===== src/rtl/dda_pkg.sv =====
// ----------------------------------------------------------------------------
// dda_pkg
// Shared widths, types and helpers for the DDA line rasterizer.
// ----------------------------------------------------------------------------
`default_nettype none

package dda_pkg;

  localparam int COORD_W           = 6;
  localparam int CHAN_W            = 2;
  localparam int IN_DATA_W         = 4 * COORD_W;   // 24 bits, already whole bytes
  localparam int OUT_DATA_W        = 16;            // two coordinates padded to bytes
  localparam int CMP_W             = 11;            // holds canvas sizes up to 2047
  localparam int DEF_CANVAS_WIDTH  = 64;
  localparam int DEF_CANVAS_HEIGHT = 64;
  localparam int QUEUE_DEPTH       = 2;
  localparam int QPTR_W            = 1;
  localparam int QCNT_W            = 2;

  typedef logic [COORD_W-1:0] coord_t;
  typedef logic [CHAN_W-1:0]  chan_t;

  // Classified line command as it sits in the queue
  typedef struct packed {
    coord_t start_x;
    coord_t start_y;
    coord_t mag_x;
    coord_t mag_y;
    logic   neg_x;
    logic   neg_y;
    coord_t steps;
    chan_t  channel;
  } line_cmd_t;

  // Queue status seen by both sides
  typedef struct packed {
    logic full;
    logic empty;
  } q_stat_t;

  // start + floor(i*d/steps) from quotient q and remainder r of i*|d|/steps
  function automatic coord_t dda_pos(coord_t start, logic neg, coord_t q, coord_t r);
    coord_t ceil_q;
    ceil_q = q + coord_t'(r != '0);
    if (neg) begin
      return start - ceil_q;
    end else begin
      return start + q;
    end
  endfunction

endpackage

`default_nettype wire


===== src/rtl/dda_front.sv =====
// ----------------------------------------------------------------------------
// dda_front
// Accept line command beats and classify them into direction, magnitude
// and step count before they enter the command queue.
// ----------------------------------------------------------------------------
`default_nettype none

module dda_front
  import dda_pkg::*;
(
  input  logic                 in_tvalid,
  output logic                 in_tready,
  input  logic [IN_DATA_W-1:0] in_tdata,   // start_x, start_y, end_x, end_y
  input  logic [CHAN_W-1:0]    in_tuser,   // channel
  input  q_stat_t              q_stat,
  output logic                 q_push,
  output line_cmd_t            q_wdata
);

  coord_t             sx, sy, ex, ey;
  logic [COORD_W:0]   dx, dy;
  logic [COORD_W:0]   dx_neg, dy_neg;
  coord_t             ax, ay;

  assign sx = in_tdata[COORD_W-1:0];
  assign sy = in_tdata[2*COORD_W-1:COORD_W];
  assign ex = in_tdata[3*COORD_W-1:2*COORD_W];
  assign ey = in_tdata[4*COORD_W-1:3*COORD_W];

  assign dx     = {1'b0, ex} - {1'b0, sx};
  assign dy     = {1'b0, ey} - {1'b0, sy};
  assign dx_neg = -dx;
  assign dy_neg = -dy;
  assign ax     = dx[COORD_W] ? dx_neg[COORD_W-1:0] : dx[COORD_W-1:0];
  assign ay     = dy[COORD_W] ? dy_neg[COORD_W-1:0] : dy[COORD_W-1:0];

  always_comb begin
    q_wdata.start_x = sx;
    q_wdata.start_y = sy;
    q_wdata.mag_x   = ax;
    q_wdata.mag_y   = ay;
    q_wdata.neg_x   = dx[COORD_W];
    q_wdata.neg_y   = dy[COORD_W];
    q_wdata.steps   = (ax > ay) ? ax : ay;
    q_wdata.channel = in_tuser;
  end

  assign in_tready = !q_stat.full;
  assign q_push    = in_tvalid && !q_stat.full;

endmodule

`default_nettype wire


===== src/rtl/dda_queue.sv =====
// ----------------------------------------------------------------------------
// dda_queue
// Short command queue between the front and the pixel walker.
// ----------------------------------------------------------------------------
`default_nettype none

module dda_queue
  import dda_pkg::*;
(
  input  logic      clk,
  input  logic      rst_n,
  input  logic      push,
  input  line_cmd_t wdata,
  input  logic      pop,
  output line_cmd_t rdata,
  output q_stat_t   stat
);

  line_cmd_t           mem_r [QUEUE_DEPTH];
  logic [QPTR_W-1:0]   wr_ptr_r, wr_ptr_nxt;
  logic [QPTR_W-1:0]   rd_ptr_r, rd_ptr_nxt;
  logic [QCNT_W-1:0]   cnt_r, cnt_nxt;

  always_comb begin
    wr_ptr_nxt = wr_ptr_r;
    rd_ptr_nxt = rd_ptr_r;
    cnt_nxt    = cnt_r;
    if (push) begin
      wr_ptr_nxt = wr_ptr_r + 1'b1;
    end
    if (pop) begin
      rd_ptr_nxt = rd_ptr_r + 1'b1;
    end
    if (push && !pop) begin
      cnt_nxt = cnt_r + 1'b1;
    end else if (pop && !push) begin
      cnt_nxt = cnt_r - 1'b1;
    end
  end

  always_ff @(posedge clk) begin
    if (!rst_n) begin
      wr_ptr_r <= '0;
      rd_ptr_r <= '0;
      cnt_r    <= '0;
    end else begin
      wr_ptr_r <= wr_ptr_nxt;
      rd_ptr_r <= rd_ptr_nxt;
      cnt_r    <= cnt_nxt;
    end
  end

  always_ff @(posedge clk) begin
    if (push) begin
      mem_r[wr_ptr_r] <= wdata;
    end
  end

  assign rdata      = mem_r[rd_ptr_r];
  assign stat.full  = (cnt_r == QCNT_W'(QUEUE_DEPTH));
  assign stat.empty = (cnt_r == '0);

  a_cnt_bound: assert property (@(posedge clk) disable iff (!rst_n)
    cnt_r <= QCNT_W'(QUEUE_DEPTH))
    else $error("queue count above depth");

  a_no_overflow: assert property (@(posedge clk) disable iff (!rst_n)
    push |-> !stat.full)
    else $error("push into full queue");

  a_no_underflow: assert property (@(posedge clk) disable iff (!rst_n)
    pop |-> !stat.empty)
    else $error("pop from empty queue");

endmodule

`default_nettype wire


===== src/rtl/dda_back.sv =====
// ----------------------------------------------------------------------------
// dda_back
// Pixel walker: step one pixel a cycle (output stalls hold it) through the
// queued line by exact quotient/remainder DDA; clip to canvas; drive output reg.
// ----------------------------------------------------------------------------
`default_nettype none

module dda_back
  import dda_pkg::*;
#(
  parameter int CANVAS_WIDTH  = DEF_CANVAS_WIDTH,
  parameter int CANVAS_HEIGHT = DEF_CANVAS_HEIGHT
) (
  input  logic                  clk,
  input  logic                  rst_n,
  input  q_stat_t               q_stat,
  input  line_cmd_t             q_rdata,
  output logic                  q_pop,
  output logic                  out_tvalid,
  input  logic                  out_tready,
  output logic [OUT_DATA_W-1:0] out_tdata,  // pixel_x, pixel_y, zero pad
  output logic [CHAN_W-1:0]     out_tuser,  // pixel_channel
  output logic                  out_tlast   // last_pixel
);

  localparam logic [CMP_W-1:0] X_LIM = CMP_W'(CANVAS_WIDTH);
  localparam logic [CMP_W-1:0] Y_LIM = CMP_W'(CANVAS_HEIGHT);

  line_cmd_t        cmd_r, cmd_nxt;
  logic             busy_r, busy_nxt;
  coord_t           i_r, i_nxt;
  coord_t           qx_r, qx_nxt, rx_r, rx_nxt;
  coord_t           qy_r, qy_nxt, ry_r, ry_nxt;
  logic             out_valid_r, out_valid_nxt;
  coord_t           pix_x_r, pix_y_r;
  chan_t            pix_ch_r;
  logic             pix_last_r;

  logic             advance, at_end;
  coord_t           cur_x, cur_y, nx_x, nx_y;
  logic             cur_ok, nx_ok, is_last;
  logic [COORD_W:0] sum_x, sum_y;
  logic             wrap_x, wrap_y;
  coord_t           sx_q, sy_q, sx_r, sy_r;

  assign q_pop   = !busy_r && !q_stat.empty;
  assign advance = busy_r && (!out_valid_r || out_tready);
  assign at_end  = (i_r == cmd_r.steps);

  // One remainder step per axis: r + |d| stays below 2*steps
  assign sum_x  = {1'b0, rx_r} + {1'b0, cmd_r.mag_x};
  assign sum_y  = {1'b0, ry_r} + {1'b0, cmd_r.mag_y};
  assign wrap_x = (sum_x >= {1'b0, cmd_r.steps});
  assign wrap_y = (sum_y >= {1'b0, cmd_r.steps});
  assign sx_r   = wrap_x ? coord_t'(sum_x - {1'b0, cmd_r.steps}) : sum_x[COORD_W-1:0];
  assign sy_r   = wrap_y ? coord_t'(sum_y - {1'b0, cmd_r.steps}) : sum_y[COORD_W-1:0];
  assign sx_q   = qx_r + coord_t'(wrap_x);
  assign sy_q   = qy_r + coord_t'(wrap_y);

  assign cur_x = dda_pos(cmd_r.start_x, cmd_r.neg_x, qx_r, rx_r);
  assign cur_y = dda_pos(cmd_r.start_y, cmd_r.neg_y, qy_r, ry_r);
  assign nx_x  = dda_pos(cmd_r.start_x, cmd_r.neg_x, sx_q, sx_r);
  assign nx_y  = dda_pos(cmd_r.start_y, cmd_r.neg_y, sy_q, sy_r);

  assign cur_ok = ({{(CMP_W-COORD_W){1'b0}}, cur_x} < X_LIM) &&
                  ({{(CMP_W-COORD_W){1'b0}}, cur_y} < Y_LIM);
  assign nx_ok  = ({{(CMP_W-COORD_W){1'b0}}, nx_x} < X_LIM) &&
                  ({{(CMP_W-COORD_W){1'b0}}, nx_y} < Y_LIM);

  // On-canvas pixels form one run, so a visible pixel whose successor is
  // off canvas closes the line.
  assign is_last = at_end || !nx_ok;

  always_comb begin
    cmd_nxt       = cmd_r;
    busy_nxt      = busy_r;
    i_nxt         = i_r;
    qx_nxt        = qx_r;
    rx_nxt        = rx_r;
    qy_nxt        = qy_r;
    ry_nxt        = ry_r;
    out_valid_nxt = out_valid_r;
    if (out_tready) begin
      out_valid_nxt = 1'b0;
    end
    if (q_pop) begin
      cmd_nxt  = q_rdata;
      busy_nxt = 1'b1;
      i_nxt    = '0;
      qx_nxt   = '0;
      rx_nxt   = '0;
      qy_nxt   = '0;
      ry_nxt   = '0;
    end else if (advance) begin
      if (cur_ok) begin
        out_valid_nxt = 1'b1;
      end
      if (at_end || (cur_ok && !nx_ok)) begin
        busy_nxt = 1'b0;
      end else begin
        i_nxt  = i_r + 1'b1;
        qx_nxt = sx_q;
        rx_nxt = sx_r;
        qy_nxt = sy_q;
        ry_nxt = sy_r;
      end
    end
  end

  always_ff @(posedge clk) begin
    if (!rst_n) begin
      busy_r      <= 1'b0;
      out_valid_r <= 1'b0;
    end else begin
      busy_r      <= busy_nxt;
      out_valid_r <= out_valid_nxt;
    end
  end

  always_ff @(posedge clk) begin
    cmd_r <= cmd_nxt;
    i_r   <= i_nxt;
    qx_r  <= qx_nxt;
    rx_r  <= rx_nxt;
    qy_r  <= qy_nxt;
    ry_r  <= ry_nxt;
    if (advance && cur_ok) begin
      pix_x_r    <= cur_x;
      pix_y_r    <= cur_y;
      pix_ch_r   <= cmd_r.channel;
      pix_last_r <= is_last;
    end
  end

  assign out_tvalid = out_valid_r;
  assign out_tdata  = {{(OUT_DATA_W-2*COORD_W){1'b0}}, pix_y_r, pix_x_r};
  assign out_tuser  = pix_ch_r;
  assign out_tlast  = pix_last_r;

  a_index_bound: assert property (@(posedge clk) disable iff (!rst_n)
    busy_r |-> (i_r <= cmd_r.steps))
    else $error("pixel index past step count");

  a_rem_bound: assert property (@(posedge clk) disable iff (!rst_n)
    (busy_r && (cmd_r.steps != '0)) |-> ((rx_r < cmd_r.steps) && (ry_r < cmd_r.steps)))
    else $error("DDA remainder out of range");

  a_quot_bound: assert property (@(posedge clk) disable iff (!rst_n)
    busy_r |-> ((qx_r <= cmd_r.mag_x) && (qy_r <= cmd_r.mag_y)))
    else $error("DDA quotient past line delta");

endmodule

`default_nettype wire


===== src/rtl/dda_line_rasterizer_top.sv =====
// ----------------------------------------------------------------------------
// dda_line_rasterizer_top
// DDA line rasterizer: one line command in, its pixels out in order.
// ----------------------------------------------------------------------------
// A command beat is queued, then loaded into the walker once it is free.
// The walker walks a line of steps = max(|dx|,|dy|) one pixel a cycle while
//   the output is not stalled, registering each visible pixel for output.
// A two-entry command queue lets new commands enter while a line is walked.
// Reset: synchronous, active-low rst_n clears the queue, walker and output
//   valid; payload registers are not reset.
`default_nettype none

module dda_line_rasterizer_top
  import dda_pkg::*;
#(
  parameter int CANVAS_WIDTH  = DEF_CANVAS_WIDTH,
  parameter int CANVAS_HEIGHT = DEF_CANVAS_HEIGHT
) (
  input  logic                  clk,
  input  logic                  rst_n,
  // line command beats
  input  logic                  in_tvalid,
  output logic                  in_tready,
  input  logic [IN_DATA_W-1:0]  in_tdata,   // start_x, start_y, end_x, end_y
  input  logic [CHAN_W-1:0]     in_tuser,   // channel
  // pixel beats
  output logic                  out_tvalid,
  input  logic                  out_tready,
  output logic [OUT_DATA_W-1:0] out_tdata,  // pixel_x, pixel_y, zero pad
  output logic [CHAN_W-1:0]     out_tuser,  // pixel_channel
  output logic                  out_tlast   // last_pixel
);

  q_stat_t   q_stat;
  logic      q_push;
  logic      q_pop;
  line_cmd_t q_wdata;
  line_cmd_t q_rdata;

  // Front: take the beat, work out direction, magnitude and step count
  dda_front u_front (
    .in_tvalid (in_tvalid),
    .in_tready (in_tready),
    .in_tdata  (in_tdata),
    .in_tuser  (in_tuser),
    .q_stat    (q_stat),
    .q_push    (q_push),
    .q_wdata   (q_wdata)
  );

  // Hold classified commands until the walker is free
  dda_queue u_queue (
    .clk   (clk),
    .rst_n (rst_n),
    .push  (q_push),
    .wdata (q_wdata),
    .pop   (q_pop),
    .rdata (q_rdata),
    .stat  (q_stat)
  );

  // Back: walk the line one pixel a cycle while the output is not stalled,
  // drop off-canvas pixels and mark the final visible one with tlast
  dda_back #(
    .CANVAS_WIDTH  (CANVAS_WIDTH),
    .CANVAS_HEIGHT (CANVAS_HEIGHT)
  ) u_back (
    .clk        (clk),
    .rst_n      (rst_n),
    .q_stat     (q_stat),
    .q_rdata    (q_rdata),
    .q_pop      (q_pop),
    .out_tvalid (out_tvalid),
    .out_tready (out_tready),
    .out_tdata  (out_tdata),
    .out_tuser  (out_tuser),
    .out_tlast  (out_tlast)
  );

endmodule

`default_nettype wire

===== config.mk =====
export PLATFORM = sky130hd
export DESIGN_NAME = dda_line_rasterizer_top
export DESIGN_NICKNAME = d
export VERILOG_FILES = /design/src/rtl/dda_pkg.sv /design/src/rtl/dda_front.sv /design/src/rtl/dda_queue.sv /design/src/rtl/dda_back.sv /design/src/rtl/dda_line_rasterizer_top.sv
export SDC_FILE = /design/constraint.sdc
export NUM_CORES = 1
export LEC_CHECK = 0
export ABC_AREA = 0
export ABC_CLOCK_PERIOD_IN_PS = 3800
export BUFFER_PORTS_ARGS = -buffer_cell sky130_fd_sc_hd__buf_2
export CORE_UTILIZATION = 55
export DETAILED_ROUTE_END_ITERATION = 8
export GPL_TIMING_DRIVEN = 0
export PLACE_DENSITY_LB_ADDON = 0.05
export SKIP_CTS_REPAIR_TIMING = 1
export SLEW_MARGIN = 5
export SYNTH_ARGS = -nofsm -noshare
export SYNTH_HDL_FRONTEND = slang
export SYNTH_SLANG_ARGS = --single-unit

===== constraint.sdc =====
create_clock -name clk -period 3.8 [get_ports clk]
set_input_delay 0.57 -clock clk [delete_from_list [all_inputs] [get_ports clk]]
set_output_delay 0.57 -clock clk [all_outputs]
set_load 0.1 [all_outputs]

Word level (Yosys, flattened, before mapping)
Memory sizes are Yosys's and may differ from the RTL's. A register that Yosys moved wholly into a read port is not among the register bits.
Cells that the tools add are included.
- flip-flop bits (word level): 51
- RAM bits: 68
- bits of input ports: 30
- output and inout bits: 21
- word-level logic and storage cells: 79
- memories: 1
- memories (name ; words ; bits a word ; rd ports ; clocked after Yosys merged registers in ; wr ports ; RTL line ; RTL):
    u_queue.mem_r ; 2 ; 34 ; 1 ; 1 ; 1 ; dda_queue.sv:19 ; line_cmd_t mem_r [QUEUE_DEPTH];
- add/subtract/negate cells: 21
- magnitude comparators: 3
- equal/unequal tests: 2
- muxes and demuxes: 17
- bitwise gates (word level): 1
- reduce and logical (&&, ||, !) cells: 20
- operators with widths (operator ; count):
    6-bit two-way mux ; 7
    6-bit by 1-bit adder with 6-bit output ; 4
    6-bit subtractor ; 4
    6-bit by 6-bit adder with 7-bit output ; 2
    7-bit by 6-bit >= comparator with 1-bit output ; 2
    6-bit by 6-bit subtractor with 7-bit output ; 2
    6-bit adder ; 2
    6-bit negation ; 2
    6-bit nonzero test ; 2
    1-bit two-way mux ; 8
    6-bit by 1-bit adder with 6-bit output, second input constant ; 1
    6-bit == test ; 1
    6-bit greater-than comparator ; 1
    1-bit logical NOT ; 6
    2-bit nonzero test ; 3
    1-bit logical AND ; 5
    2-bit two-way mux ; 2
    2-bit AND reduction ; 2
    1-bit adder, second input constant ; 2
    2-bit by 1-bit adder with 2-bit output, second input constant ; 1
    2-bit == test, second input constant ; 1
    2-bit logical NOT ; 1
    2-bit by 1-bit subtractor with 2-bit output, second input constant ; 1
    1-bit logical OR ; 1
    1-bit NOT ; 1

Logic depth before layout (Yosys ltp)
- depth after elaboration: 7
- gate-level depth with buffers: 17
- gate-level depth less buffers: 16

By module
A second synthesis with hierarchy kept.
- cell total of the unflattened synthesis: 755
- area total of the unflattened synthesis: 8780.9 sq um
- modules (own cells, without submodules) (module ; instances ; cells an instance ; area an instance (sq um)):
    dda_back ; 1 ; 464 ; 4933.5
    dda_queue ; 1 ; 128 ; 2671.3
    dda_front ; 1 ; 163 ; 1176.1

Least setup slack after synthesis
Ideal clock, no wire load.
- kind: input -> register
- start point: input port in_tdata[12]
- end point: memory u_queue.mem_r[0][3] (netlist bit) (data pin)
- setup time: 0.262 ns
- data arrival time: 3.534 ns
- data required time: 3.538 ns
- path slack: 0.004 ns
- stages: 16
- cell sequence: inv_1 -> ha_1 -> inv_1 -> fa_1 -> a211oi_2 -> o21ai_1 -> a21oi_2 -> nor2b_1 -> xor2_1 -> inv_1 -> ha_1 -> nand3_1 -> nor2_1 -> o31a_1 -> o22ai_2 -> mux2_2
- RTL lines (what ; RTL line ; RTL):
    start: declaration ; dda_line_rasterizer_top.sv:24 ; input logic [IN_DATA_W-1:0] in_tdata,
    end: declaration ; dda_queue.sv:19 ;

==> results by group <==
Outcome
  • Outcome: finished clean

Clock tree
  • Clock Path Buffers: 2
  • H-tree depth: 4
  • Reg clk slew, reported paths: 0.06 ns
  • Root Buffer: clkbuf_16
  • TritonCTS Buffers: 17
  • Clock sink count: 153
  • CTS tree: built
  • Clock Latency Late Sink: 0.42 ns

Placed design
  • Dpl cells: 957
  • Buffers on Ports: 46
  • Gp weighted congestion: 0.865
  • DP Worst Slack: -0.638 ns
  • Hpwl dp: 12300 um

GRT
  • First-pass GRT wire length: 26800 um
  • Initial antenna violation count: 0
  • Met2 global-route usage: 0.362
  • Largest net degree at the start of global routing: 44
  • Met3 GRT Util: 0.0344
  • Vias in the first global route: 5444
  • GRT overflow: 0
  • Met1 Usage GRT: 0.290
  • GR peak layer: met2
  • Aggregate global-route resource usage: 0.219

Worst setup path
  • Worst setup endpoint: u_queue.mem_r[0][3]
  • R2R setup slack: 0.23 ns
  • Worst path slowest cell: mux2_2
  • Worst setup SP type: primary input
  • Worst setup EP type: flip-flop
  • CP cell instances: buf_2 > inv_1 > ha_1 > inv_1 > fa_2 > a211oi_2 > o21ai_1 > a21oi_4 > o21ai_0 > xor2_1 > inv_1 > ha_1 > nand3_1 > nor2_1 > o31a_1 > o22ai_4 > mux2_2
  • CP Launch Point: in_tdata[12]
  • CP most frequent cell: inv_1
  • Reg2reg start: u_back.cmd_r[16]
  • Worst path required time: 3.96 ns
  • Critical Path AT: 3.88 ns
  • Crit-path max FO: 6
  • Reg-to-Reg End: u_back.qx_r[3]
  • Critical path type: primary input to flip-flop
  • Worst path max stage delay: 0.40 ns
  • WP buf/inv: 4
  • Crit. path cell count: 17
  • CP delay by family, top: compound AO/OA/AOI/OAI gates
  • Worst Reg-to-Reg Cells: 15

Timing
  • Worst Skew: 0.00980 ns
  • Relative max-transition margin: 0.391
  • Fin crit period: 3.72 ns
  • Final Hold Vio Count: 0
  • Final slew viol count: 0
  • Fmax: 269 MHz
  • Setup violators final: 0
  • Worst Max-Slew Pin Slew: 0.909 ns
  • Final setup margin: 0.0802 ns
  • Period utilisation layout: 0.979

Synth
  • Synth top area share: 0.415
  • Cell count after synthesis: 723
  • Sequential share of the synthesized area: 0.500
  • Post-synth top flop: edfxtp_1
  • Main area contributors after synthesis: edfxtp_1, ha_1, dfxtp_1
  • Commonest cells in the synthesized netlist: edfxtp_1, ha_1, inv_1
  • Mapped Area: 0.00846 sq mm
  • YS warnings: 0
  • Cell variety after synth: 63
  • Number of synthesized register bits: 153
  • Syn_area_per_cell: 11.7 sq um
  • FFs w/ async S/R, synth: 0
  • Count leader, synth: edfxtp_1
  • Area leader, netlist: edfxtp_1
  • Post-synth EDFFs: 117

Floorplanning
  • Row cnt: 44
  • Core Box Area: 0.0148 sq mm
  • Die Area: 0.0159 sq mm
  • Die width: 126 um
  • Die Y: 126 um
  • Initial Util: 0.573
  • IO Count: 51

Route
  • Routed vias: 5492
  • Average wire per standard cell: 16.5 um
  • Antenna-violating nets left: 0
  • First-pass DRT Iterations: 5
  • Avg Vias per Cell: 5.49
  • Residual DRC count: 0
  • Routed WL: 16500 um
  • Detailed Route Iter0 Violations: 285

Layout
  • Layout cells sized above 1: 0.204
  • Post-layout util: 0.660
  • Footprint of the multi-input gates: 0.00395 sq mm
  • Layout Cells excl Fill: 1001
  • FF/Latch Area: 0.00423 sq mm
  • # diodes: 0
  • Nets: 922
  • Fill count: 1122
  • Area Growth Syn to Fin: 15.1%

Min path
  • Min-delay worst type: primary input to flip-flop

Run
  • Max-capacitance violation count: 0
[placed cells by master (no fill, tap or decap), types with 5 or more instances in the layout]
master / n
buf_4: 16
a21oi_1: 36
o21ai_1: 12
nand2_1: 32
xor2_1: 25
inv_1: 75
clkbuf_16: 17
ha_1: 76
buf_2: 53
dfxtp_1: 36
mux2_2: 35
xnor2_1: 27
fa_1: 10
nor2b_1: 9
o21ai_0: 36
o21bai_1: 8
a21o_1: 9
xor2_2: 5
nand3_1: 14
mux2i_1: 10
nor2_1: 39
o21a_1: 6
nand4_1: 8
edfxtp_1: 117
nand2b_1: 6
clkbuf_1: 7
[sequential cells by signal, summed over array words and instances, names as in the netlist, 2 cells and up]
register / cells
u_back.ry_r: 6
u_back.i_r: 6
u_back.rx_r: 6
u_queue.mem_r: 68
u_back.out_tuser: 2
u_back.pix_y_r: 6
u_back.cmd_r: 34
u_back.pix_x_r: 6
u_back.qx_r: 6
u_queue.cnt_r: 2
u_back.qy_r: 6
[area by class of cell]
type,count,share of cell area
sequential,153,0.435
multi-input combinational,478,0.406
clock buffer,20,0.0459
timing repair buffer,59,0.0357
inverter,76,0.0293
tap,184,0.0237
clock inverter,12,0.0147
buffer,19,0.00977
[routing by layer]
layer  up-vias  routed length, um
met4         0                325
li1       2732                  -
met1      2606               7790
met5         -                  0
met3        23                627
met2       131               7730
[through the flow]
stage / hold slack [ns] / setup TNS [ns] / area, sq um
final: 0.347 / 0 / 9730
after global routing: 0.340 / -0.175 / 9730
after CTS: 0.339 / -0.869 / 9560
after detailed placement: 0.413 / -6.17 / 8970
after global placement: 0.403 / -5.08 / 8930
after floorplan: 0.400 / 0 / 8470
[logic make-up after synthesis]
kind of cell,share of synthesized area
fa+ha+maj,0.141
mux,0.0614
compound gates,0.112
simple gates,0.0784
xor+xnor,0.0620
other cells,0.000443
buf+inv,0.0448
flops,0.500
[worst min-delay path by stage]
stage	from	endpoint	slack, ns	depth (start not counted)
final	in_tuser[0]	u_queue.mem_r[1][0]	0.35	1
after global routing	in_tuser[1]	u_queue.mem_r[1][1]	0.34	1
after CTS	in_tuser[1]	u_queue.mem_r[0][1]	0.34	1
after detailed placement	u_back.cmd_r[1]	u_back.out_tuser[1]	0.41	0
after global placement	u_back.cmd_r[1]	u_back.out_tuser[1]	0.40	0
after floorplan	u_back.cmd_r[0]	u_back.out_tuser[0]	0.40	0
Power is left out: the tool's default activity adds up to more than one toggle a clock period on the data nets, which glitch-free logic cannot reach.
